==> src/rtl/pcdi_pkg.sv <==
// shared widths, status codes and the divider word for the depth interpolator
// no dependencies
package pcdi_pkg;

    localparam int COORD_BITS = 16;
    localparam int DEPTH_BITS = 16;
    localparam int FIELD_BITS = 16;
    localparam int NUM_FIELDS = 11;
    localparam int IN_W       = FIELD_BITS * NUM_FIELDS;
    localparam int QW         = 32;
    localparam int FRAC       = 16;

    // widths of the exact integer terms
    localparam int DIFW = COORD_BITS + 1;
    localparam int PRW  = 2 * DIFW;
    localparam int DETW = PRW + 1;
    localparam int EW   = DETW + 2;
    localparam int ZZW  = 2 * DEPTH_BITS;
    localparam int NAW  = DETW + ZZW;
    localparam int NUMW = DETW + 3 * DEPTH_BITS;
    localparam int T1W  = EW + ZZW;
    localparam int DENW = T1W + 2;
    localparam int RW   = NUMW + FRAC;
    localparam int XW   = (RW > DENW + QW - 1) ? RW : DENW + QW - 1;

    // front pipeline depth
    localparam int NF = 8;

    typedef enum logic [1:0] {
        ST_OK    = 2'd0,
        ST_DEGEN = 2'd1,
        ST_NEG   = 2'd2,
        ST_OVF   = 2'd3
    } status_t;

    // word handed from cell to cell along the divider chain
    typedef struct packed {
        logic [XW-1:0] rem;
        logic [XW-1:0] dsh;
        logic [QW-1:0] q;
        status_t       status;
    } div_word_t;

endpackage

==> src/rtl/pcdi_div_cell.sv <==
// one restoring division cell: settles one quotient bit and hands the word on
// depends on pcdi_pkg
module pcdi_div_cell (
    input  logic                clk,
    input  logic                rst_n,
    input  logic                in_vld,
    input  pcdi_pkg::div_word_t in_word,
    output logic                in_rdy,
    output logic                out_vld,
    output pcdi_pkg::div_word_t out_word,
    input  logic                out_rdy
);
    import pcdi_pkg::*;

    logic      vld_reg;
    logic      vld_next;
    div_word_t word_reg;
    div_word_t word_next;
    logic      ge;

    assign in_rdy = !vld_reg || out_rdy;

    // trial subtract of the aligned divisor
    always_comb
    begin
        ge               = (in_word.rem >= in_word.dsh);
        word_next.rem    = ge ? (in_word.rem - in_word.dsh) : in_word.rem;
        word_next.dsh    = in_word.dsh >> 1;
        word_next.q      = {in_word.q[QW-2:0], ge};
        word_next.status = in_word.status;
        vld_next         = in_rdy ? in_vld : vld_reg;
    end

    always_ff @(posedge clk or negedge rst_n)
    begin
        if (!rst_n)
        begin
            vld_reg <= 1'b0;
        end
        else
        begin
            vld_reg <= vld_next;
        end
    end

    always_ff @(posedge clk)
    begin
        if (in_rdy)
        begin
            word_reg <= word_next;
        end
    end

    assign out_vld  = vld_reg;
    assign out_word = word_reg;

endmodule

==> config.mk <==
export PLATFORM = sky130hd
export DESIGN_NAME = pcdi_div_cell
export DESIGN_NICKNAME = d
export VERILOG_FILES = /design/src/rtl/pcdi_pkg.sv /design/src/rtl/pcdi_div_cell.sv
export SDC_FILE = /design/constraint.sdc
export NUM_CORES = 1
export LEC_CHECK = 0
export BUFFER_PORTS_ARGS = -buffer_cell sky130_fd_sc_hd__buf_4
export CAP_MARGIN = 20
export CORE_AREA = 2 2 190 192
export CTS_CLUSTER_DIAMETER = 30
export DETAILED_ROUTE_END_ITERATION = 7
export DIE_AREA = 0 0 192 194
export PLACE_DENSITY = 0.73
export SYNTH_ARGS = -nofsm -noshare
export SYNTH_HDL_FRONTEND = slang
export SYNTH_SLANG_ARGS = --single-unit
==> constraint.sdc <==
create_clock -name clk -period 7.3 [get_ports clk]
set_clock_uncertainty 0.2 [all_clocks]
set_input_delay 0.365 -clock clk [delete_from_list [all_inputs] [get_ports clk]]
set_output_delay 0.365 -clock clk [all_outputs]
set_load 0.02 [all_outputs]
==> key figures <==
Outcome
  – Status: completed

Yosys
  – Syn Area/Cell: 10.35 sq um
  – Synth area leaders: edfxtp_1, ha_1, mux2_1
  – Mapped cell area: 15390 sq um
  – Syn nets: 1832
  – Largest area contributor in the netlist: edfxtp_1
  – Register area share after synthesis: 46.41%
  – Distinct cells, synth: 67
  – Most instantiated cells after synthesis: edfxtp_1, a21oi_1, inv_1
  – Area share of the largest cell type after synthesis: 46.24%
  – Async SR Flop Fraction: 0.4202%
  – Most frequent cell after synthesis: edfxtp_1
  – Cells after Synth: 1487
  – Post-synth EDFFs: 237
  – #FFs+latches synth: 238
  – Yosys warns: 0
  – Prevailing post-synth register cell: edfxtp_1

Power
  – Comb power frac: 26.0%
  – Psw: 1.761 mW
  – Share of total power in the clock network: 44.3%
  – Pwr per Cell Area: 249.0 nW/um^2
  – Leak: 10.37 nW
  – Sw frac: 29.87%
  – Cell-internal power: 4.134 mW
  – Peak VDD IR: 0.2355 mV
  – Sequential share of power: 29.8%

Placed design
  – Last weighted congestion value of the routability-driven placer: 0.8912
  – Dpl hpwl: 39.18 mm
  – PortBufs: 479

Critical path
  – Critical Path Start Type: input pin
  – R2R Setup Slk: 4710 ps
  – Max incr delay on CP: 570 ps
  – Worst r2r dst: out_word[47]
  – Crit path cell chain: dlygate4sd3_1 > buf_4 > inv_1 > ha_1 > inv_1 > fa_1 > nand3_1 > a21o_1 > a211o_1 > a21oi_1 > a22oi_1 > o221ai_1 > o21ai_2 > o31ai_4 > a31oi_1 > o21ai_4 > buf_12 > mux2_2
  – Reg2reg start: out_vld
  – Crit-path slowest cell: a21oi_1
  – R2R cell count: 2
  – Largest delay share family, worst path: compound AO/OA/AOI/OAI gates
  – Critical-path maximum fanout: 103
  – Critical path endpoint category: flip-flop
  – Cell mode on critical path: inv_1
  – WP data arrival: 5590 ps
  – Worst Path Buf+Inv: 5
  – Req. time, crit path: 7430 ps
  – Critical path class: input pin to flip-flop

Detailed routing
  – 1st-pass router iterations: 5
  – Vias: 14856
  – DRT iter0 DRCs: 942
  – Post-route ant nets: 0
  – WL/cell: 20.91 um
  – WL final: 56.78 mm
  – Via/cell ratio: 5.472
  – Drt drc: 0

Hold path
  – Worst hold path type: input pin to flip-flop
  – Hold path startpoint: in_word[34]
  – Hold path cells: 3
  – Destination of the worst hold path: out_word[136]

Finish
  – Nets: 2552
  – Area Growth Syn to Fin: 53.85%
  – Layout cells sized above 1: 26.60%
  – Filler Cell Count: 2567

Floorplan
  – Chip Height: 194 um
  – Starting Density: 43.69%
  – Top Ports: 482
  – DIE WIDTH: 192 um
  – CORE AREA: 35220 sq um
  – Die ar.: 37250 sq um
  – Row count: 69

Global route
  – First-pass GRT wire length: 85.78 mm
  – Overflow after GRT: 0
  – Initial antenna violation count: 3
  – Tot GR Track Use: 29.64%
  – Vias in the first global route: 15503
  – Largest net degree at the start of global routing: 104

STA
  – WHS: 54.02 ps
  – RSZ-0062 raised after global routing: false
  – Final period utilization: 74.92%
  – Slew HR: 31.87%
  – Hold Fails Final Rpt: 0
  – Tightest Pin Transition: 1022 ps
  – Tmin final: 5469 ps
  – Final setup fails: 0
  – Fin Setup TNS: 0 ps
  – Max Slew Vio Count: 0
  – Fmax: 182.9 MHz

CTS
  – CTS tree: done
  – Sink Count: 238
  – H-tree lvl count: 2
  – Clock Pin Slew Worst Setup and Hold Paths: 50 ps
  – Setup bufs post-CTS: 0
  – CTS Buffer Depth: 3
  – CTS-repair resized insts: 0
  – Worst-Skew Late Latency: 570 ps
  – TritonCTS buffer count: 56
  – Root Buffer: clkbuf_16

Job
  – Maxcap violations: 0
## power by group through the flow
stage          Combinational, mW  Clock [mW]  Sequential [mW]
4_1_cts                     1.50        2.61             1.75
3_5_place_dp                1.38           0             1.77
5_1_grt                     1.63        2.71             1.77
3_3_place_gp                1.36           0             1.77
2_1_floorplan              0.641           0             1.98
6_report                    1.53        2.61             1.76
## per-stage QoR
step | setup slack (ps) | cells | total power [mW] | area [sq um] | utilization, %
4_1_cts | 2098 | 2713 | 5.855 | 23670 | 67.21
3_3_place_gp | 2036 | 2371 | 3.131 | 19330 | 54.87
3_5_place_dp | 2026 | 2371 | 3.147 | 19330 | 54.87
6_report | 1831 | 2715 | 5.895 | 23680 | 67.22
2_1_floorplan | 252.7 | 1487 | 2.622 | 15390 | -
5_1_grt | 1744 | 2715 | 6.108 | 23680 | 67.22
## repair_timing
action                                  CTS  global route
endpoints found under the hold margin   238             0
endpoints found under the setup margin    0             0
hold buffers                            239             0
## registers in the layout, summed over array words and instances, names as in the netlist
| name | flops |
|---|---|
| out_word | 237 |
| out_vld | 1 |
## worst reg2reg max path, stage by stage, from the launching register on
cell      delay [ps]
dfrtp_1          400
nand2b_4         630
buf_4            930
## how the worst max path moves through the flow
stage	start	endpoint	slack, ps	depth (start not counted)
floorplan	out_rdy	out_word[0]	250	1
global placement	in_word[34]	out_word[157]	2040	16
detailed placement	in_word[34]	out_word[157]	2030	16
CTS	in_word[136]	out_word[157]	2100	18
global route	in_word[136]	out_word[157]	1740	18
finish	in_word[136]	out_word[157]	1830	18
## cell type report
cell class,instances,area (sq um),share of cell area [%]
repair buffers,724,6046,25.53
inverters,131,491.7,2.077
flip-flops and latches,238,7142,30.16
diodes,2,5.005,0.02114
multi-input cells,1056,7463,31.52
clock buffers,60,1438,6.072
clock inverters,43,515.5,2.177
well taps,461,576.8,2.436
## routing by layer
layer  up-vias  track usage, %  wire length, um
met2       733           52.71            28400
met3       107           6.914             4635
met1      7073           34.76            22000
met4         2           10.29             1735
li1       6941               -                -
met5         -               0               13
## cells by family (layout without fill, tap and decap cells)
| logic type | after synthesis | in the layout | share of synthesized area [%] |
|---|---|---|---|
| compound gates | 402 | 402 | 16.20 |
| xor+xnor | 95 | 95 | 5.407 |
| fa+ha+maj | 103 | 103 | 8.423 |
| buf+inv | 193 | 958 | 5.195 |
| flops | 238 | 238 | 46.41 |
| mux | 103 | 103 | 7.488 |
| other cells | 1 | 3 | 0.02437 |
| simple gates | 352 | 352 | 10.85 |
## placed cells by master, fill, tap and decap left out, types with 84 or more instances in the layout
master and instances:
o21ai_0 84, ha_1 102, dlygate4sd3_1 239, buf_4 484, edfxtp_1 237, a21oi_1 149, mux2_1 91, inv_1 131
nor2_1 86, nand2_1 114
Note: power is estimated with default switching activity, not from simulation.
